$ cat src/hw/rtl/ccc_pkg.sv
package ccc_pkg;

	localparam int YEAR_W   = 14;
	localparam int MONTH_W  = 4;
	localparam int DAY_W    = 5;
	localparam int HOUR_W   = 5;
	localparam int MINUTE_W = 6;
	localparam int SECOND_W = 6;
	localparam int DIV_W    = 8;

	// set_year, set_month, set_day, set_hour, set_minute, set_second, packed to whole bytes
	localparam int TDATA_W  = 40;
	localparam int CFG_IDX_W  = 2;
	localparam int CFG_DATA_W = 14;

	// register indexes of the configuration port
	localparam logic [CFG_IDX_W-1:0] REG_TICK_DIVIDE = 2'd0;
	localparam logic [CFG_IDX_W-1:0] REG_YEAR_LO     = 2'd1;
	localparam logic [CFG_IDX_W-1:0] REG_YEAR_HI     = 2'd2;

	localparam logic [DIV_W-1:0]   TICK_DIVIDE_RST = 8'd14;
	localparam logic [YEAR_W-1:0]  YEAR_LO_RST     = 14'd2000;
	localparam logic [YEAR_W-1:0]  YEAR_HI_RST     = 14'd2099;
	localparam logic [YEAR_W-1:0]  YEAR_RST        = 14'd2000;
	localparam logic [MONTH_W-1:0] MONTH_RST       = 4'd1;
	localparam logic [DAY_W-1:0]   DAY_RST         = 5'd1;

	// modular inverse of 25 modulo 2**14; a multiple of 25 maps to 0..655
	localparam logic [YEAR_W-1:0] INV25    = 14'd7209;
	localparam logic [YEAR_W-1:0] DIV25_LIM = 14'd655;

	typedef struct packed {
		logic [SECOND_W-1:0] second;
		logic [MINUTE_W-1:0] minute;
		logic [HOUR_W-1:0]   hour;
		logic [DAY_W-1:0]    day;
		logic [MONTH_W-1:0]  month;
		logic [YEAR_W-1:0]   year;
	} stamp_t;

	typedef struct packed {
		logic set_error;
		logic second_advanced;
	} flags_t;

	function automatic logic is_leap(input logic [YEAR_W-1:0] y);
		logic [2*YEAR_W-1:0] prod;
		logic                div25;
		prod  = y * {{YEAR_W{1'b0}}, INV25};
		div25 = (prod[YEAR_W-1:0] <= DIV25_LIM);
		// divisible by 4 and not 100, or by 400 (16 and 25)
		return (y[1:0] == 2'd0 && !div25) || (y[3:0] == 4'd0 && div25);
	endfunction

	function automatic logic [DAY_W-1:0] days_in(input logic [YEAR_W-1:0] y,
			input logic [MONTH_W-1:0] m);
		logic [DAY_W-1:0] len;
		unique case (m)
			4'd2: begin
				len = is_leap(y) ? 5'd29 : 5'd28;
			end
			4'd4, 4'd6, 4'd9, 4'd11: begin
				len = 5'd30;
			end
			default: begin
				len = 5'd31;
			end
		endcase
		return len;
	endfunction

endpackage

$ cat src/hw/rtl/calendar_clock_counter_core.sv
// Channel   Direction  Payload (lowest bit up)
// s_axis    in         tuser: mode; tdata: year, month, day, hour, minute, second
// m_axis    out        tuser: second_advanced, set_error; tdata: year, month, day,
//                      hour, minute, second
// cfg       in         cfg_index selects tick divide, lowest year or highest year
//
// One item per cycle sustained while m_axis accepts results.
// Item register feeds one pass of prescaler, carry chain and set check into the
// result register; two mod-25 multipliers (current and set year) set the path.
// Reset loads 1 January 2000, 00:00:00 and a cleared prescaler.
// A stalled result holds and the item register fills behind it before s_axis stalls.
module calendar_clock_counter_core (
	input  logic                         clk,
	input  logic                         arst_n,
	input  logic                         s_axis_tvalid,
	output logic                         s_axis_tready,
	input  logic [ccc_pkg::TDATA_W-1:0]  s_axis_tdata,  // set year, month, day, hour, minute, second
	input  logic                         s_axis_tuser,  // mode
	output logic                         m_axis_tvalid,
	input  logic                         m_axis_tready,
	output logic [ccc_pkg::TDATA_W-1:0]  m_axis_tdata,  // year, month, day, hour, minute, second now
	output logic [1:0]                   m_axis_tuser,  // second_advanced, set_error
	input  logic                         cfg_we,
	input  logic [ccc_pkg::CFG_IDX_W-1:0]  cfg_index,
	input  logic [ccc_pkg::CFG_DATA_W-1:0] cfg_data
);
	import ccc_pkg::*;

	logic [DIV_W-1:0]  tick_divide_q;
	logic [YEAR_W-1:0] year_lo_q;
	logic [YEAR_W-1:0] year_hi_q;

	logic              valid_s1;
	logic              mode_s1;
	stamp_t            set_s1;

	logic              valid_s2;
	stamp_t            stamp_s2;
	flags_t            flags_s2;

	logic [DIV_W-1:0]  prescale_q;
	stamp_t            now_q;

	logic              advance;
	logic [DIV_W:0]    pre_sum;
	logic              sec_tick;
	stamp_t            carried;
	stamp_t            now_next;
	logic [DIV_W-1:0]  prescale_next;
	logic              set_ok;
	logic [DAY_W-1:0]  set_feb_max;
	flags_t            flags_next;

	assign advance       = valid_s1 && (!valid_s2 || m_axis_tready);
	assign s_axis_tready = !valid_s1 || advance;

	always_ff @(posedge clk or negedge arst_n) begin
		if (!arst_n) begin
			tick_divide_q <= TICK_DIVIDE_RST;
			year_lo_q     <= YEAR_LO_RST;
			year_hi_q     <= YEAR_HI_RST;
		end else if (cfg_we) begin
			unique case (cfg_index)
				REG_TICK_DIVIDE: tick_divide_q <= cfg_data[DIV_W-1:0];
				REG_YEAR_LO:     year_lo_q     <= cfg_data[YEAR_W-1:0];
				REG_YEAR_HI:     year_hi_q     <= cfg_data[YEAR_W-1:0];
				default: begin
				end
			endcase
		end
	end

	// item register
	always_ff @(posedge clk or negedge arst_n) begin
		if (!arst_n) begin
			valid_s1 <= 1'b0;
		end else if (s_axis_tvalid && s_axis_tready) begin
			valid_s1 <= 1'b1;
		end else if (advance) begin
			valid_s1 <= 1'b0;
		end
	end

	always_ff @(posedge clk) begin
		if (s_axis_tvalid && s_axis_tready) begin
			mode_s1 <= s_axis_tuser;
			set_s1  <= s_axis_tdata;
		end
	end

	// prescaler and carry chain
	always_comb begin
		pre_sum  = {1'b0, prescale_q} + 9'd1;
		sec_tick = (pre_sum >= {1'b0, tick_divide_q});
		carried  = now_q;
		if (now_q.second < 6'd59) begin
			carried.second = now_q.second + 6'd1;
		end else begin
			carried.second = '0;
			if (now_q.minute < 6'd59) begin
				carried.minute = now_q.minute + 6'd1;
			end else begin
				carried.minute = '0;
				if (now_q.hour < 5'd23) begin
					carried.hour = now_q.hour + 5'd1;
				end else begin
					carried.hour = '0;
					if (now_q.day < days_in(now_q.year, now_q.month)) begin
						carried.day = now_q.day + 5'd1;
					end else begin
						carried.day = DAY_RST;
						if (now_q.month < 4'd12) begin
							carried.month = now_q.month + 4'd1;
						end else begin
							carried.month = MONTH_RST;
							carried.year  = (now_q.year >= year_hi_q) ? year_lo_q
								: now_q.year + 14'd1;
						end
					end
				end
			end
		end
	end

	// set range check; only February is held to its month length
	always_comb begin
		set_feb_max = is_leap(set_s1.year) ? 5'd29 : 5'd28;
		set_ok = (set_s1.year >= year_lo_q) && (set_s1.year <= year_hi_q)
			&& (set_s1.month >= 4'd1) && (set_s1.month <= 4'd12)
			&& (set_s1.day >= 5'd1) && (set_s1.hour <= 5'd23)
			&& (set_s1.minute <= 6'd59) && (set_s1.second <= 6'd59)
			&& !(set_s1.month == 4'd2 && set_s1.day > set_feb_max);
	end

	always_comb begin
		now_next      = now_q;
		prescale_next = prescale_q;
		flags_next    = '0;
		if (!mode_s1) begin
			if (sec_tick) begin
				prescale_next              = '0;
				now_next                   = carried;
				flags_next.second_advanced = 1'b1;
			end else begin
				prescale_next = pre_sum[DIV_W-1:0];
			end
		end else if (set_ok) begin
			now_next = set_s1;
		end else begin
			flags_next.set_error = 1'b1;
		end
	end

	always_ff @(posedge clk or negedge arst_n) begin
		if (!arst_n) begin
			prescale_q <= '0;
			now_q      <= '{second: '0, minute: '0, hour: '0, day: DAY_RST,
				month: MONTH_RST, year: YEAR_RST};
		end else if (advance) begin
			prescale_q <= prescale_next;
			now_q      <= now_next;
		end
	end

	// result register
	always_ff @(posedge clk or negedge arst_n) begin
		if (!arst_n) begin
			valid_s2 <= 1'b0;
		end else if (advance) begin
			valid_s2 <= 1'b1;
		end else if (m_axis_tready) begin
			valid_s2 <= 1'b0;
		end
	end

	always_ff @(posedge clk) begin
		if (advance) begin
			stamp_s2 <= now_next;
			flags_s2 <= flags_next;
		end
	end

	assign m_axis_tvalid = valid_s2;
	assign m_axis_tdata  = stamp_s2;
	assign m_axis_tuser  = flags_s2;

endmodule

$ cat config.mk
export PLATFORM = sky130hd
export DESIGN_NAME = calendar_clock_counter_core
export DESIGN_NICKNAME = d
export VERILOG_FILES = /design/src/hw/rtl/ccc_pkg.sv /design/src/hw/rtl/calendar_clock_counter_core.sv
export SDC_FILE = /design/constraint.sdc
export NUM_CORES = 1
export LEC_CHECK = 0
export BUFFER_PORTS_ARGS = -buffer_cell sky130_fd_sc_hd__buf_2
export CAP_MARGIN = 20
export CORE_ASPECT_RATIO = 0.7
export CORE_UTILIZATION = 57
export CTS_BUF_LIST = sky130_fd_sc_hd__clkbuf_4 sky130_fd_sc_hd__clkbuf_8
export DETAILED_ROUTE_END_ITERATION = 7
export PLACE_DENSITY = 0.89
export RECOVER_POWER = 100
export SLEW_MARGIN = 20
export SYNTH_ARGS = -nofsm -noshare
export SYNTH_HDL_FRONTEND = slang
export SYNTH_SLANG_ARGS = --single-unit
$ cat constraint.sdc
create_clock -name clk -period 5.8 [get_ports clk]
set_clock_uncertainty 0.05 [all_clocks]
set_input_delay 0.29 -clock clk [delete_from_list [all_inputs] [get_ports clk]]
set_output_delay 0.29 -clock clk [all_outputs]
set_load 0.005 [all_outputs]
==> flow_summary_export.csv <==
group,metric,value,unit
drt,vias,10780,
outcome,violations,"DRC, hold timing, capacitance limit, slew limit, setup timing",
clock_tree,cts_tree,"yes",
synth,synth_ff_type,"edfxtp_1",
power_and_ir_drop,power.leakage,6.164,nW
clock_tree,cts_inserted_buffers,17,
power_and_ir_drop,switching_power,0.003318,W
synth,syn_area,0.01192,mm^2
sta,hold_violations,2,
grt,grt.overflow.total,0,
drt,drtAntennaViolNets,0,
sta,final-setup-viol-count,78,
power_and_ir_drop,sw_frac_of_total,0.4664,
clock_tree,htree_levels,4,
drt,drc_errors,24,
floorplan,start_util,0.5924,
layout,fin_nets,1536,
setup_path,crit_buf_inv,3,
grt,antenna_found_initial,3,
grt,grt_pass1_vias,10070,
hold_path,hp-class,"in -> reg",
power_and_ir_drop,ir_drop,0.3632,mV
floorplan,ios,106,
drt,first_pass_iters,8,
synth,avgSynthCellArea,10.53,um^2
sta,tightest_slew,3.246,ns
layout,drive_gt1_frac,0.2045,
setup_path,crit_path_frequent_cell,"xnor2_1",
setup_path,reg2reg_to,"now_q[35]$_DFFE_PN0P_",
drt,via_per_inst,6.757,
clock_tree,cts-root-buf,"clkbuf_8",
hold_path,min-delay-start,"cfg_data[10]",
clock_tree,clk_latency,0.51,ns
drt,post_drt_wl_per_cell,24.40,um
power_and_ir_drop,pwr-share-clk,0.124,
setup_path,path_max_fanout,6,
drt,routed_wl,38940,um
grt,grt_max_degree,59,
setup_path,crit_family,"adder cells",
placed_design,globalplace.congestion,0.9376,
setup_path,regToRegStartpoint,"set_s1[1]$_DFFE_PP_",
clock_tree,clock-sinks,169,
sta,rsz0062_at_grt,"yes",
sta,max_freq,163.4,MHz
floorplan,die_area,0.02150,mm^2
synth,synth.net_count,1356,
sta,fin_setup_tns,-14.48,ns
sta,setup_slack,-0.3203,ns
synth,synth_warnings,0,
setup_path,worstSetupPathType,"reg -> reg",
synth,synth_seq_cells,169,
sta,maxSlewViolCount,160,
power_and_ir_drop,p_int,0.003796,W
grt,grtUsageTotal,0.3250,
sta,relSlewSlack,-1.164,
setup_path,cp.arrival,6.46,ns
synth,synth_seq_area_share,0.3919,
setup_path,crit_path_max_incr_delay,0.66,ns
synth,synth_edf_count,83,
outcome,status,"finished, violations left",
sta,hold_slack,-0.008572,ns
synth,synth_cells,1132,
floorplan,core_area,0.02012,mm^2
floorplan,die_height,123.0,um
setup_path,cp-start-kind,"flip-flop",
setup_path,crit_chain,"fa_1, ha_4, ha_4, inv_2, fa_1, fa_2, xor2_2, xnor2_1, xnor2_1, xnor2_1, xnor2_1, o31a_1, ha_1, o21ba_4, o21ai_2, a211oi_2, o21ai_4, nor2_4, buf_12, clkbuf_16, mux2i_1, a21oi_1, mux2_4",
clock_tree,cts.path.max_buffers,2,
setup_path,rr_worst_depth,23,
power_and_ir_drop,power_density,505.1,mW/mm^2
setup_path,cp-startpoint,"set_s1[1]$_DFFE_PP_",
hold_path,holdPathEnd,"year_hi_q[10]$_DFFE_PN0P_",
power_and_ir_drop,pwr-share-comb,0.584,
layout,areaGrowthSynthToFinish,18.16,%
floorplan,core.rowCount,43,
floorplan,die_w,174.8,um
sta,timing.final.crit_share,1.055,
placed_design,dpl.hpwl,24320,um
setup_path,rrSetupSlack,-0.32,ns
setup_path,crit_required,6.14,ns
drt,initialDrtViolationCount,2339,
placed_design,port_buffers,105,
synth,async_reset_ff_frac,0.5089,
power_and_ir_drop,sequentialPowerShare,0.292,
hold_path,hold_depth,2,
setup_path,cp_slowest_cell,"fa_1",
power_and_ir_drop,finalPower,0.007114,W
setup_path,end_kind,"flip-flop",
flow_run,maxCapViolations,4,
layout,layout_common_cells,"ha_1, inv_1, edfxtp_1",
grt,grt_pass1_wl,53760,um
layout,final_common_cell,"ha_1",
placed_design,dp_cells,1499,
sta,fin_crit,6.120,ns
synth,yosysUniqueCellTypes,83,
layout,post_layout_nonfiller_instances,1596,
clock_tree,clk_pin_slew,0.10,ns
metal layers:
layer | up-vias | part of all wire | track usage
li1 | 4502 | - | -
met1 | 5010 | 0.36 | 0.4398
met2 | 972 | 0.42 | 0.4908
met3 | 296 | 0.15 | 0.08887
met4 | 4 | 0.067 | 0.1418
met5 | - | 0.0015 | 0.01157
stage by stage:
| stage | util | area [um^2] | setup WS, ns |
|---|---|---|---|
| after floorplan | - | 11920 | 0.09523 |
| after detailed placement | 0.6374 | 12820 | -0.2215 |
| after CTS | 0.6864 | 13810 | -0.004069 |
| final | 0.7000 | 14080 | -0.3203 |
| after global placement | 0.6374 | 12820 | 0.006129 |
| after global routing | 0.7000 | 14080 | -0.2911 |
sequential cells by signal (all words and copies together), names as in the netlist:
register,flops
prescale_q,8
now_q,40
year_hi_q,14
m_axis_tvalid,1
valid_s1,1
set_s1,40
year_lo_q,14
m_axis_tuser,2
tick_divide_q,8
m_axis_tdata,40
mode_s1,1
area by class of cell:
| class | instances | area, um^2 |
|---|---|---|
| diodes | 1 | 2.502 |
| clock buffers | 17 | 234.0 |
| clock inverters | 15 | 177.7 |
| fillers | 1355 | 6037 |
| inverters | 133 | 499.2 |
| multi-input cells | 787 | 6769 |
| flip-flops and latches | 169 | 4672 |
| well taps | 270 | 337.8 |
| repair buffers | 204 | 1393 |
synthesized netlist by cell type, drive strengths merged, types with 4 or more instances:
library cell  instances  share of area
ha                  140           0.15
inv                 132          0.042
edfxtp               83           0.21
nand2                82          0.026
o21ai                66          0.029
dfrtp                64           0.13
a21oi                49          0.022
mux2                 42          0.040
xnor2                37          0.027
nor2                 32          0.011
mux2i                27          0.023
nand3                25          0.011
clkbuf               24         0.0076
dfstp                22          0.048
fa                   22          0.037
nor4                 21          0.011
buf                  19          0.011
nand4                19          0.010
nor3                 17         0.0076
o211ai               16          0.014
a221o                15          0.013
a211oi               14          0.010
xor2                 14          0.010
and3                 13         0.0068
a21o                 12         0.0076
a31oi                12         0.0068
nand2b                8         0.0042
nor2b                 8         0.0042
o22ai                 7         0.0037
o21a                  6         0.0038
a211o                 5         0.0037
nand3b                5         0.0031
o221ai                5         0.0042
a21boi                4         0.0025
and2                  4         0.0021
nor3b                 4         0.0025
o2111a                4         0.0038
power groups by stage:
stage / Clock, W / Sequential (W) / Combinational [W]
after detailed placement: 0 / 0.00203 / 0.00373
after CTS: 0.000872 / 0.00201 / 0.00385
after global routing: 0.000927 / 0.00209 / 0.00456
final: 0.000886 / 0.00208 / 0.00415
after global placement: 0 / 0.00201 / 0.00352
after floorplan: 0 / 0.00185 / 0.00295
timing repair:
action                     in CTS  in global routing
hold endpoints to repair       67                  0
hold buffers                   46                  0
buffers inserted                3                 15
pin swaps                       2                 36
setup endpoints to repair      69                 80
resized for setup              16                 44
gates cloned                    1                  1
kinds of logic (layout without fill, tap and decap cells):
logic type,count (synthesis),count (layout),share of synthesized area
and+or+nand+nor,251,251,0.1085
buffers and inverters,176,369,0.06078
AOI/OAI and AO/OA,253,253,0.1542
xor gates and xnor gates,51,51,0.03747
DFF,169,169,0.3919
muxes,69,69,0.06235
adders and majority gates,163,163,0.1847
other,0,1,0
how the worst max path moves through the flow:
stage                            endpoint  slack, ns  depth (start not counted)
6_report            now_q[35]$_DFFE_PN0P_      -0.32                         23
5_1_grt             now_q[35]$_DFFE_PN0P_      -0.29                         23
4_1_cts             now_q[29]$_DFFE_PN0P_     -0.004                         24
3_5_place_dp    m_axis_tdata[6]$_DFFE_PP_      -0.22                         23
3_3_place_gp   m_axis_tdata[16]$_DFFE_PP_      0.006                         23
2_1_floorplan  m_axis_tdata[22]$_DFFE_PP_        0.1                         23
Note: power is estimated with default switching activity, not from simulation.
